`src/ttw_pkg.sv`:
```
package ttw_pkg;

    // Screen geometry.
    localparam int COLUMNS = 80;
    localparam int ROWS    = 25;
    localparam int CELLS   = ROWS * COLUMNS;

    localparam int ROW_W  = $clog2(ROWS);
    localparam int COL_W  = $clog2(COLUMNS);
    localparam int ADDR_W = $clog2(CELLS);
    localparam int PTR_W  = $clog2(CELLS + 1);

    // Field widths of the stream beats.
    localparam int FUNC_W   = 2;
    localparam int CHAR_W   = 8;
    localparam int RROW_W   = 5;
    localparam int RCOL_W   = 7;
    localparam int CELL_W   = 16;
    localparam int ATTR_W   = 8;
    localparam int COLOR_W  = 4;
    localparam int S_DATA_W = 24;
    localparam int M_DATA_W = 32;
    localparam int CFG_IDX_W = 1;

    localparam logic [CHAR_W-1:0] CHAR_NEWLINE = 8'd10;
    localparam logic [CHAR_W-1:0] CHAR_SPACE   = 8'h20;
    localparam logic [ATTR_W-1:0] RESET_ATTR   = 8'h07;
    localparam logic [COLOR_W-1:0] RESET_FG    = 4'd7;
    localparam logic [COLOR_W-1:0] RESET_BG    = 4'd0;

    typedef enum logic [FUNC_W-1:0] {
        FUNC_PUT   = 2'd0,
        FUNC_CLEAR = 2'd1,
        FUNC_READ  = 2'd2,
        FUNC_NONE  = 2'd3
    } t_func;

    typedef enum logic [CFG_IDX_W-1:0] {
        CFG_FG = 1'b0,
        CFG_BG = 1'b1
    } t_cfg_idx;

    // Microprogram addresses.
    localparam int STEP_W = 4;
    typedef enum logic [STEP_W-1:0] {
        ST_RST_FILL  = 4'd0,
        ST_IDLE      = 4'd1,
        ST_PUT       = 4'd2,
        ST_PUT_WR    = 4'd3,
        ST_PUT_ADV   = 4'd4,
        ST_NEWLINE   = 4'd5,
        ST_SCR_PRIME = 4'd6,
        ST_SCR_COPY  = 4'd7,
        ST_FILL      = 4'd8,
        ST_EMIT      = 4'd9,
        ST_CLEAR     = 4'd10,
        ST_READ      = 4'd11,
        ST_READ_CAP  = 4'd12
    } t_step;

    typedef enum logic [1:0] {
        SEQ_NEXT, SEQ_JUMP, SEQ_DISPATCH, SEQ_EMIT
    } t_seq_op;

    typedef enum logic [2:0] {
        COND_ALWAYS, COND_NEWLINE, COND_WRAP, COND_NOT_BOTTOM,
        COND_COPY_MORE, COND_FILL_MORE, COND_RD_OUT
    } t_cond;

    typedef enum logic [2:0] {
        WR_NONE, WR_CHAR, WR_COPY, WR_BLANK, WR_RESET
    } t_wr_op;

    typedef enum logic [1:0] {
        RD_NONE, RD_SRC0, RD_SRC1, RD_USER
    } t_rd_op;

    typedef enum logic [1:0] {
        PTR_HOLD, PTR_CLR, PTR_INC
    } t_ptr_op;

    typedef enum logic [1:0] {
        CUR_HOLD, CUR_INC_COL, CUR_NL, CUR_HOME
    } t_cur_op;

    // One control word of the microprogram.
    typedef struct packed {
        t_seq_op seq;
        t_cond   cond;
        t_step   target;
        t_wr_op  wr;
        t_rd_op  rd;
        t_ptr_op ptr;
        t_cur_op cur;
        logic    scr_set;
        logic    cap;
    } t_uword;

    // Sequencer to datapath.
    typedef struct packed {
        t_uword uw;
        logic   accept;
        logic   emit;
    } t_ctl;

    // Datapath flags tested by conditional jumps.
    typedef struct packed {
        logic newline;
        logic wrap;
        logic bottom;
        logic copy_last;
        logic fill_last;
        logic rd_out;
    } t_status;

endpackage

```
`src/ttw_seq.sv`:
```
module ttw_seq (
    input  logic             i_clk,
    input  logic             i_rst_n,
    input  logic             i_valid,
    input  ttw_pkg::t_func   i_func,
    input  ttw_pkg::t_status i_status,
    input  logic             i_out_free,
    output logic             o_ready,
    output ttw_pkg::t_ctl    o_ctl
);

    function automatic ttw_pkg::t_uword uw(
        input ttw_pkg::t_seq_op seq,
        input ttw_pkg::t_cond   cond,
        input ttw_pkg::t_step   target,
        input ttw_pkg::t_wr_op  wr,
        input ttw_pkg::t_rd_op  rd,
        input ttw_pkg::t_ptr_op ptr,
        input ttw_pkg::t_cur_op cur,
        input logic             scr_set,
        input logic             cap
    );
        ttw_pkg::t_uword w;
        w.seq     = seq;
        w.cond    = cond;
        w.target  = target;
        w.wr      = wr;
        w.rd      = rd;
        w.ptr     = ptr;
        w.cur     = cur;
        w.scr_set = scr_set;
        w.cap     = cap;
        return w;
    endfunction

    // The microprogram. A jump is taken when its condition holds, else the
    // next step follows.
    function automatic ttw_pkg::t_uword rom(input ttw_pkg::t_step s);
        ttw_pkg::t_uword w;
        unique case (s)
            ttw_pkg::ST_RST_FILL:  w = uw(ttw_pkg::SEQ_JUMP, ttw_pkg::COND_FILL_MORE,
                                         ttw_pkg::ST_RST_FILL, ttw_pkg::WR_RESET,
                                         ttw_pkg::RD_NONE, ttw_pkg::PTR_INC,
                                         ttw_pkg::CUR_HOLD, 1'b0, 1'b0);
            ttw_pkg::ST_IDLE:      w = uw(ttw_pkg::SEQ_DISPATCH, ttw_pkg::COND_ALWAYS,
                                         ttw_pkg::ST_IDLE, ttw_pkg::WR_NONE,
                                         ttw_pkg::RD_NONE, ttw_pkg::PTR_HOLD,
                                         ttw_pkg::CUR_HOLD, 1'b0, 1'b0);
            ttw_pkg::ST_PUT:       w = uw(ttw_pkg::SEQ_JUMP, ttw_pkg::COND_NEWLINE,
                                         ttw_pkg::ST_NEWLINE, ttw_pkg::WR_NONE,
                                         ttw_pkg::RD_NONE, ttw_pkg::PTR_HOLD,
                                         ttw_pkg::CUR_HOLD, 1'b0, 1'b0);
            ttw_pkg::ST_PUT_WR:    w = uw(ttw_pkg::SEQ_JUMP, ttw_pkg::COND_WRAP,
                                         ttw_pkg::ST_NEWLINE, ttw_pkg::WR_CHAR,
                                         ttw_pkg::RD_NONE, ttw_pkg::PTR_HOLD,
                                         ttw_pkg::CUR_HOLD, 1'b0, 1'b0);
            ttw_pkg::ST_PUT_ADV:   w = uw(ttw_pkg::SEQ_JUMP, ttw_pkg::COND_ALWAYS,
                                         ttw_pkg::ST_EMIT, ttw_pkg::WR_NONE,
                                         ttw_pkg::RD_NONE, ttw_pkg::PTR_HOLD,
                                         ttw_pkg::CUR_INC_COL, 1'b0, 1'b0);
            ttw_pkg::ST_NEWLINE:   w = uw(ttw_pkg::SEQ_JUMP, ttw_pkg::COND_NOT_BOTTOM,
                                         ttw_pkg::ST_EMIT, ttw_pkg::WR_NONE,
                                         ttw_pkg::RD_NONE, ttw_pkg::PTR_CLR,
                                         ttw_pkg::CUR_NL, 1'b0, 1'b0);
            ttw_pkg::ST_SCR_PRIME: w = uw(ttw_pkg::SEQ_NEXT, ttw_pkg::COND_ALWAYS,
                                         ttw_pkg::ST_IDLE, ttw_pkg::WR_NONE,
                                         ttw_pkg::RD_SRC0, ttw_pkg::PTR_HOLD,
                                         ttw_pkg::CUR_HOLD, 1'b1, 1'b0);
            ttw_pkg::ST_SCR_COPY:  w = uw(ttw_pkg::SEQ_JUMP, ttw_pkg::COND_COPY_MORE,
                                         ttw_pkg::ST_SCR_COPY, ttw_pkg::WR_COPY,
                                         ttw_pkg::RD_SRC1, ttw_pkg::PTR_INC,
                                         ttw_pkg::CUR_HOLD, 1'b0, 1'b0);
            ttw_pkg::ST_FILL:      w = uw(ttw_pkg::SEQ_JUMP, ttw_pkg::COND_FILL_MORE,
                                         ttw_pkg::ST_FILL, ttw_pkg::WR_BLANK,
                                         ttw_pkg::RD_NONE, ttw_pkg::PTR_INC,
                                         ttw_pkg::CUR_HOLD, 1'b0, 1'b0);
            ttw_pkg::ST_EMIT:      w = uw(ttw_pkg::SEQ_EMIT, ttw_pkg::COND_ALWAYS,
                                         ttw_pkg::ST_IDLE, ttw_pkg::WR_NONE,
                                         ttw_pkg::RD_NONE, ttw_pkg::PTR_HOLD,
                                         ttw_pkg::CUR_HOLD, 1'b0, 1'b0);
            ttw_pkg::ST_CLEAR:     w = uw(ttw_pkg::SEQ_JUMP, ttw_pkg::COND_ALWAYS,
                                         ttw_pkg::ST_FILL, ttw_pkg::WR_NONE,
                                         ttw_pkg::RD_NONE, ttw_pkg::PTR_CLR,
                                         ttw_pkg::CUR_HOME, 1'b0, 1'b0);
            ttw_pkg::ST_READ:      w = uw(ttw_pkg::SEQ_JUMP, ttw_pkg::COND_RD_OUT,
                                         ttw_pkg::ST_EMIT, ttw_pkg::WR_NONE,
                                         ttw_pkg::RD_USER, ttw_pkg::PTR_HOLD,
                                         ttw_pkg::CUR_HOLD, 1'b0, 1'b0);
            ttw_pkg::ST_READ_CAP:  w = uw(ttw_pkg::SEQ_JUMP, ttw_pkg::COND_ALWAYS,
                                         ttw_pkg::ST_EMIT, ttw_pkg::WR_NONE,
                                         ttw_pkg::RD_NONE, ttw_pkg::PTR_HOLD,
                                         ttw_pkg::CUR_HOLD, 1'b0, 1'b1);
            default:               w = uw(ttw_pkg::SEQ_JUMP, ttw_pkg::COND_ALWAYS,
                                         ttw_pkg::ST_IDLE, ttw_pkg::WR_NONE,
                                         ttw_pkg::RD_NONE, ttw_pkg::PTR_HOLD,
                                         ttw_pkg::CUR_HOLD, 1'b0, 1'b0);
        endcase
        return w;
    endfunction

    ttw_pkg::t_step  r_step;
    ttw_pkg::t_step  n_step;
    ttw_pkg::t_step  step_inc;
    ttw_pkg::t_uword word;
    logic            taken;
    logic            accept;

    assign word     = rom(r_step);
    assign step_inc = ttw_pkg::t_step'(r_step + ttw_pkg::STEP_W'(1));
    assign o_ready  = (word.seq == ttw_pkg::SEQ_DISPATCH);
    assign accept   = o_ready & i_valid;

    // Jump condition select.
    always_comb begin
        unique case (word.cond)
            ttw_pkg::COND_ALWAYS:     taken = 1'b1;
            ttw_pkg::COND_NEWLINE:    taken = i_status.newline;
            ttw_pkg::COND_WRAP:       taken = i_status.wrap;
            ttw_pkg::COND_NOT_BOTTOM: taken = !i_status.bottom;
            ttw_pkg::COND_COPY_MORE:  taken = !i_status.copy_last;
            ttw_pkg::COND_FILL_MORE:  taken = !i_status.fill_last;
            ttw_pkg::COND_RD_OUT:     taken = i_status.rd_out;
            default:                  taken = 1'b1;
        endcase
    end

    // Next step: sequential, conditional jump, dispatch on the operation,
    // or wait for the output register.
    always_comb begin
        n_step = r_step;
        unique case (word.seq)
            ttw_pkg::SEQ_NEXT: n_step = step_inc;
            ttw_pkg::SEQ_JUMP: n_step = taken ? word.target : step_inc;
            ttw_pkg::SEQ_DISPATCH: begin
                if (accept) begin
                    unique case (i_func)
                        ttw_pkg::FUNC_PUT:   n_step = ttw_pkg::ST_PUT;
                        ttw_pkg::FUNC_CLEAR: n_step = ttw_pkg::ST_CLEAR;
                        ttw_pkg::FUNC_READ:  n_step = ttw_pkg::ST_READ;
                        ttw_pkg::FUNC_NONE:  n_step = ttw_pkg::ST_EMIT;
                    endcase
                end
            end
            ttw_pkg::SEQ_EMIT: begin
                if (i_out_free) begin
                    n_step = ttw_pkg::ST_IDLE;
                end
            end
        endcase
    end

    // Step counter; reset starts the clearing pass.
    always_ff @(posedge i_clk) begin
        if (!i_rst_n) begin
            r_step <= ttw_pkg::ST_RST_FILL;
        end else begin
            r_step <= n_step;
        end
    end

    assign o_ctl.uw     = word;
    assign o_ctl.accept = accept;
    assign o_ctl.emit   = (word.seq == ttw_pkg::SEQ_EMIT) & i_out_free;

endmodule

```
`config.mk`:
```
export PLATFORM = sky130hd
export DESIGN_NAME = ttw_seq
export DESIGN_NICKNAME = d
export VERILOG_FILES = /design/src/ttw_pkg.sv /design/src/ttw_seq.sv
export SDC_FILE = /design/constraint.sdc
export NUM_CORES = 1
export LEC_CHECK = 0
export BUFFER_PORTS_ARGS = -buffer_cell sky130_fd_sc_hd__buf_2
export CORE_UTILIZATION = 55
export DETAILED_ROUTE_END_ITERATION = 10
export PLACE_DENSITY = 0.8
export SYNTH_ARGS = -nofsm -noshare
export SYNTH_HDL_FRONTEND = slang
export SYNTH_SLANG_ARGS = --single-unit
```
`constraint.sdc`:
```
create_clock -name i_clk -period 3.6 [get_ports i_clk]
set_input_delay 0.18 -clock i_clk [delete_from_list [all_inputs] [get_ports i_clk]]
set_output_delay 0.18 -clock i_clk [all_outputs]
set_load 0.005 [all_outputs]
```
==> impl_metrics.env, run 1 <==
export IMPL_start_util_pct=61.0
export IMPL_final_nets=188
export IMPL_leakage_nw=0.706
export IMPL_cp_max_fo=7
export IMPL_clkSinkCount=23
export IMPL_synth_largest_area_cell="dfxtp_1"
export IMPL_drt_iter0_drc=21
export IMPL_wirelength_um=2850
export IMPL_synth_cell_types=46
export IMPL_setup_violations=0
export IMPL_post_cts_resized=0
export IMPL_core_area_mm2=0.00204
export IMPL_post_cts_setup_buffer_count=0
export IMPL_hold_class="in2reg"
export IMPL_dp_final_hpwl_um=2140
export IMPL_tightest_slew_ns=0.386
export IMPL_final_seq_area_um2=460
export IMPL_max_slew_margin_pct=74.2
export IMPL_overflow=0
export IMPL_status="complete, no violations"
export IMPL_insertedDiodeCount=0
export IMPL_hold_violations=0
export IMPL_power_density_mw_per_mm2=915
export IMPL_layout_min_cycle_time_ns=2.60
export IMPL_ys_async_sr_fraction_pct=0
export IMPL_vias=1110
export IMPL_synth_edf_count=0
export IMPL_post_drt_wl_per_cell_um=14.6
export IMPL_gp_congestion=0.936
export IMPL_seqPwrFrac_pct=32.5
export IMPL_routed_via_density=5.69
export IMPL_swShare_pct=44.9
export IMPL_grt_max_degree=16
export IMPL_synth_simple_gate_area_share_pct=26.2
export IMPL_drc_errors=0
export IMPL_drt_pass1_iter_count=4
export IMPL_die_h_um=49.6
export IMPL_synth_flop_cell="dfxtp_1"
export IMPL_worstSkewPairLatency_ns=0.31
export IMPL_power_w=0.00131
export IMPL_drive_gt1_share_pct=31.0
export IMPL_cp_end_kind="flip-flop"
export IMPL_startpoint_type="flip-flop"
export IMPL_finalCritPeriodShare_pct=72.3
export IMPL_cp_required_ns=3.87
export IMPL_r2r_cells=10
export IMPL_skew_ns=0.00649
export IMPL_rsz0062_at_grt="no"
export IMPL_dp_cells=191
export IMPL_cts_tree="done"
export IMPL_worstPathArrival_ns=2.87
export IMPL_antenna_found_initial=0
export IMPL_holdPathStages=2
export IMPL_fillers=169
export IMPL_syn_cell_area_mm2=0.00125
export IMPL_cts_root_buf="clkbuf_4"
export IMPL_dieWidth_um=49.6
export IMPL_synth_top_area_share_pct=36.9
export IMPL_avgSynthCellArea_um2=9.10
export IMPL_synth_adder_area_share_pct=7.03
export IMPL_p_comb_share_pct=58.7
export IMPL_p_int_w=0.000722
export IMPL_dieArea_mm2=0.00246
export IMPL_ys_seq_elements=23
export IMPL_cts_buffers=3
export IMPL_ant_nets=0
export IMPL_cts_path_max_buffers=2
export IMPL_grt_pass1_vias=1043
export IMPL_p_clk_share_pct=8.9
export IMPL_cap_violations=0
export IMPL_max_freq_mhz=384
export IMPL_row_count=16
export IMPL_syn_nets=156
export IMPL_whs_ns=0.210
export IMPL_synth_mux_area_fraction_pct=4.82
export IMPL_grt_pass1_wl_um=4960
export IMPL_track_usage_pct=26.0
export IMPL_syn2layout_area_growth_pct=15.0
export IMPL_synth_area_leaders="dfxtp_1 37%, ha_1 7.0%, mux2i_1 4.8%"
export IMPL_fin_cells=195
export IMPL_port_buffer_count=34
export IMPL_cts_hold_buf=0
export IMPL_synth_top_family_by_area="simple AND/OR/NAND/NOR gates"
export IMPL_synth_xor_area_share_pct=0.703
export IMPL_ys_seq_area_share_pct=36.9
export IMPL_ir_drop_v=0.000564
export IMPL_synth_compound_area_share_pct=18.7
export IMPL_path_class="reg2reg"
export IMPL_ios=35
export IMPL_clk_pin_slew_ns=0.12
export IMPL_multi_input_area_um2=716
export IMPL_tns_ns=0
export IMPL_h_tree_depth=1
export IMPL_yosysWarnings=0
export IMPL_slew_viol_final=0
export IMPL_syn_inst=137
export IMPL_p_switching_w=0.000588
-- area by class of cell --
type                            instances  area share [%]
Clock buffer                            4            1.83
Inverter                                7            1.83
Multi-Input combinational cell        100            50.0
Sequential cell                        23            32.1
Tap cell                               27            2.36
Timing Repair Buffer                   34            11.9
-- layout by cell type, fill, tap and decap left out, types with 5 or more instances in the layout --
cell type,n
nor2_1,12
nand3_1,6
and3_1,5
a21oi_1,6
dfxtp_1,23
inv_1,7
ha_1,7
nand2_1,7
mux2i_1,6
buf_2,34
-- kinds of logic after synthesis --
logic type	count (synthesis)
xor gates and xnor gates	1
buffers and inverters	14
adders and majority gates	7
muxes	6
and+or+nand+nor	58
DFF	23
AOI/OAI and AO/OA	28
-- power by group through the flow --
stage | clock (W) | sequential (W) | combinational (W)
5_1_grt | 0.000131 | 0.000439 | 0.000847
3_5_place_dp | 0 | 0.000429 | 0.000763
6_report | 0.000116 | 0.000425 | 0.000769
4_1_cts | 0.000117 | 0.000423 | 0.000768
3_3_place_gp | 0 | 0.000420 | 0.000739
2_1_floorplan | 0 | 0.000407 | 0.000603
-- Yosys cell counts, types with 3 or more instances --
cell type	number
a21oi_1	6
and2_1	4
and2_2	3
and3_1	5
dfxtp_1	23
ha_1	7
inv_1	7
mux2i_1	6
nand2_1	7
nand2b_1	4
nand3_1	6
nor2_1	12
nor3_1	4
o21ai_1	3
-- final timing paths --
check	from	to	slack, ns
setup / recovery	word[16]	word[17]	1.0
hold / removal	i_rst_n	word[15]	0.21
setup reg to reg	word[16]	word[17]	1.0
hold reg to reg	word[11]	r_step[0]	0.81
-- critical path: stages, from the launching register on --
cell and delay, ns:
dfxtp_1 0.44, nor3b_2 0.26, nor2_1 0.08, a32oi_2 0.22, mux2i_1 0.15, a221oi_4 0.36, and2_2 0.23, inv_1 0.09
ha_1 0.29, nor4_1 0.29, a211o_1 0.14
-- stage by stage --
| stage | cell area [µm²] | util [%] | setup WS [ns] |
|---|---|---|---|
| after floorplan | 1250 | - | 1.24 |
| after global placement | 1410 | 68.9 | 1.11 |
| after detailed placement | 1410 | 68.9 | 1.06 |
| after CTS | 1430 | 70.2 | 1.01 |
| after global routing | 1430 | 70.2 | 0.738 |
| final | 1430 | 70.2 | 0.998 |
-- routing by layer --
layer  track usage, %  up-vias  routed length, µm
li1                 -      543                  -
met1             33.3      524               1230
met2             44.8       36               1460
met3             2.78        7                113
met4             8.57        0                 52
met5                0        -                  0
-- registers in the layout, indices dropped and copies added (netlist names) --
name    flops
r_step      4
word       19
Power figures use the tool's default switching activity.
==> run 2, diff against run 1 <==
--- a/config.mk
+++ b/config.mk
@@ -5,10 +5,11 @@
 export SDC_FILE = /design/constraint.sdc
 export NUM_CORES = 1
 export LEC_CHECK = 0
+export ABC_AREA = 1
 export BUFFER_PORTS_ARGS = -buffer_cell sky130_fd_sc_hd__buf_2
-export CORE_UTILIZATION = 55
+export CORE_UTILIZATION = 51
 export DETAILED_ROUTE_END_ITERATION = 10
-export PLACE_DENSITY = 0.8
+export PLACE_DENSITY = 0.74
 export SYNTH_ARGS = -nofsm -noshare
 export SYNTH_HDL_FRONTEND = slang
 export SYNTH_SLANG_ARGS = --single-unit
==> constraint.sdc (replaced) <==
create_clock -name i_clk -period 2.6 [get_ports i_clk]
set_input_delay 0.13 -clock i_clk [delete_from_list [all_inputs] [get_ports i_clk]]
set_output_delay 0.13 -clock i_clk [all_outputs]
set_load 0.005 [all_outputs]
==> run 2 against run 1 <==
Cell count up 23%. Power increased by 35%. Via count up 9.0%.
==> impl_metrics.env, run 2 <==
export IMPL_routed_via_density=5.04
export IMPL_drt_iter0_drc=54
export IMPL_syn_inst=178
export IMPL_setup_slack_ns=0.395
export IMPL_layout_common_cells="50 x nand2_1, 34 x buf_2, 24 x inv_1"
export IMPL_cts_buffers=3
export IMPL_overflow=0
export IMPL_syn_cell_area_mm2=0.00126
export IMPL_yosysWarnings=0
export IMPL_fin_area_mm2=0.00145
export IMPL_grt_max_degree=14
export IMPL_skew_ns=0.00522
export IMPL_r2r_start="word[16]"
export IMPL_top_layer="met4"
export IMPL_tightest_slew_ns=0.529
export IMPL_dieWidth_um=51.7
export IMPL_synth_top_area_share_pct=36.6
export IMPL_final_nets=232
export IMPL_max_slew_margin_pct=64.4
export IMPL_ir_drop_v=0.000628
export IMPL_worstPathCellList="inv_2 -> nand2_1 -> nand3_1 -> nand2_2 -> nand2_2 -> nand2_1 -> nand3_1 -> nand2_1 -> a21oi_1 -> nor2_1 -> inv_1 -> ha_1 -> nand2_1 -> nand2_1 -> nand2_1 -> nand2_1"
export IMPL_rsz0062_at_grt="no"
export IMPL_hp_start="i_rst_n"
export IMPL_rrSetupSlack_ns=0.40
export IMPL_crit_buf_inv=2
export IMPL_met1_length_um=1210
export IMPL_path_class="reg2reg"
export IMPL_grt_pass1_vias=1003
export IMPL_ys_seq_elements=23
export IMPL_yosysMostFrequentCell="nand2_1"
export IMPL_slew_viol_final=0
export IMPL_wirelength_um=2620
export IMPL_final_common_cell="nand2_1"
export IMPL_cp_end_kind="flip-flop"
export IMPL_port_buffer_count=34
export IMPL_worstSkewPairLatency_ns=0.30
export IMPL_syn_nets=197
export IMPL_ys_seq_area_share_pct=36.6
export IMPL_worstPathArrival_ns=2.41
export IMPL_drc_errors=0
export IMPL_crit_top_cell="nand2_1"
export IMPL_die_h_um=51.7
export IMPL_startpoint_type="flip-flop"
export IMPL_grt_pass1_wl_um=4230
export IMPL_clkSinkCount=23
export IMPL_avgSynthCellArea_um2=7.07
export IMPL_tns_ns=0
export IMPL_ys_async_sr_fraction_pct=0
export IMPL_power_w=0.00177
export IMPL_dr_wl_met3_um=150
export IMPL_hold_violations=0
export IMPL_fillers=214
export IMPL_post_drt_wl_per_cell_um=10.9
export IMPL_place_ws_ns=0.452
export IMPL_cap_violations=0
export IMPL_status="complete, no violations"
export IMPL_cp_max_fo=5
export IMPL_cp_required_ns=2.80
export IMPL_crit_slowest_cell="dfxtp_1"
export IMPL_max_freq_mhz=454
export IMPL_antenna_found_initial=0
export IMPL_dieArea_mm2=0.00267
export IMPL_critPathMaxStageDelay_ns=0.42
export IMPL_insertedDiodeCount=0
export IMPL_cts_tree="done"
export IMPL_synth_edf_count=0
export IMPL_cts_path_max_buffers=2
export IMPL_wl_met2_um=1240
export IMPL_cts_hold_buf=0
export IMPL_power_density_mw_per_mm2=1220
export IMPL_crit_path_start="word[16]"
export IMPL_finalCritPeriodShare_pct=84.8
export IMPL_ant_nets=0
export IMPL_layout_min_cycle_time_ns=2.20
export IMPL_row_count=17
export IMPL_track_usage_pct=20.9
export IMPL_dp_final_hpwl_um=2080
export IMPL_drt_pass1_iter_count=4
export IMPL_core_area_mm2=0.00228
export IMPL_gp_congestion=0.863
export IMPL_vias=1210
export IMPL_largest_reg_flops=19
export IMPL_clk_pin_slew_ns=0.12
export IMPL_synth_area_leaders="dfxtp_1 37%, nand2_1 15%, inv_1 7.2%"
export IMPL_synth_cell_types=23
export IMPL_hold_class="in2reg"
export IMPL_cts_root_buf="clkbuf_4"
export IMPL_ios=35
export IMPL_placed_area_mm2=0.00143
export IMPL_cp_top_family="simple AND/OR/NAND/NOR gates"
export IMPL_final_core_util_pct=63.9
export IMPL_syn2layout_area_growth_pct=15.5
export IMPL_start_util_pct=55.3
export IMPL_setup_violations=0
export IMPL_h_tree_depth=1
export IMPL_post_cts_resized=0
export IMPL_leakage_nw=0.865
export IMPL_post_cts_setup_buffer_count=0
export IMPL_drive_gt1_share_pct=28.3
export IMPL_synth_flop_cell="dfxtp_1"
export IMPL_synth_largest_area_cell="dfxtp_1"
export IMPL_synth_common_cells="50 x nand2_1, 24 x inv_1, 23 x dfxtp_1"
run 2: worst paths after layout:
path | to | cells past startpoint
setup / recovery | word[17] | 16
hold / removal | word[13] | 3
setup reg to reg | word[17] | 16
hold reg to reg | r_step[0] | 4
run 2: final cells by class:
cell class	instances	area (µm²)	area share, %
Multi-Input combinational cell	120	644	44.3
Sequential cell	23	460	31.7
Timing Repair Buffer	34	170	11.7
Inverter	31	116	8.00
Tap cell	28	35.0	2.41
Clock buffer	3	22.5	1.55
Clock inverter	1	5.00	0.344
run 2: per-layer routing:
metal	vias up	global-route usage (%)
li1	620	-
met1	544	27.6
met2	42	35.7
met3	4	2.63
met4	0	5.41
met5	-	0
run 2: power breakdown:
part | switching, W | total [W] | internal (W)
registers | 0.0000889 | 0.000570 | 0.000482
clock network | 0.000102 | 0.000160 | 0.0000573
logic | 0.000667 | 0.00104 | 0.000372
total | 0.000858 | 0.00177 | 0.000911
run 2: tightest hold or removal path, stage by stage:
cell	delay [ns]
buf_2	0.14
nand4_1	0.10
nand2_1	0.05
run 2: stage by stage:
stage	instances	hold WS (ns)
2_1_floorplan	178	0.284
3_3_place_gp	236	0.470
3_5_place_dp	236	0.471
4_1_cts	240	0.146
5_1_grt	240	0.157
6_report	240	0.152
run 2: cell families (layout without fill, tap and decap cells):
group	after synthesis	after routing	synth area share (%)
AO/OA/AOI/OAI	14	14	7.65
XOR/XNOR	1	1	0.696
adder cells (fa/ha/maj)	7	7	6.96
buffers and inverters	35	69	12.2
flip-flops	23	23	36.6
AND/OR/NAND/NOR	98	98	35.9
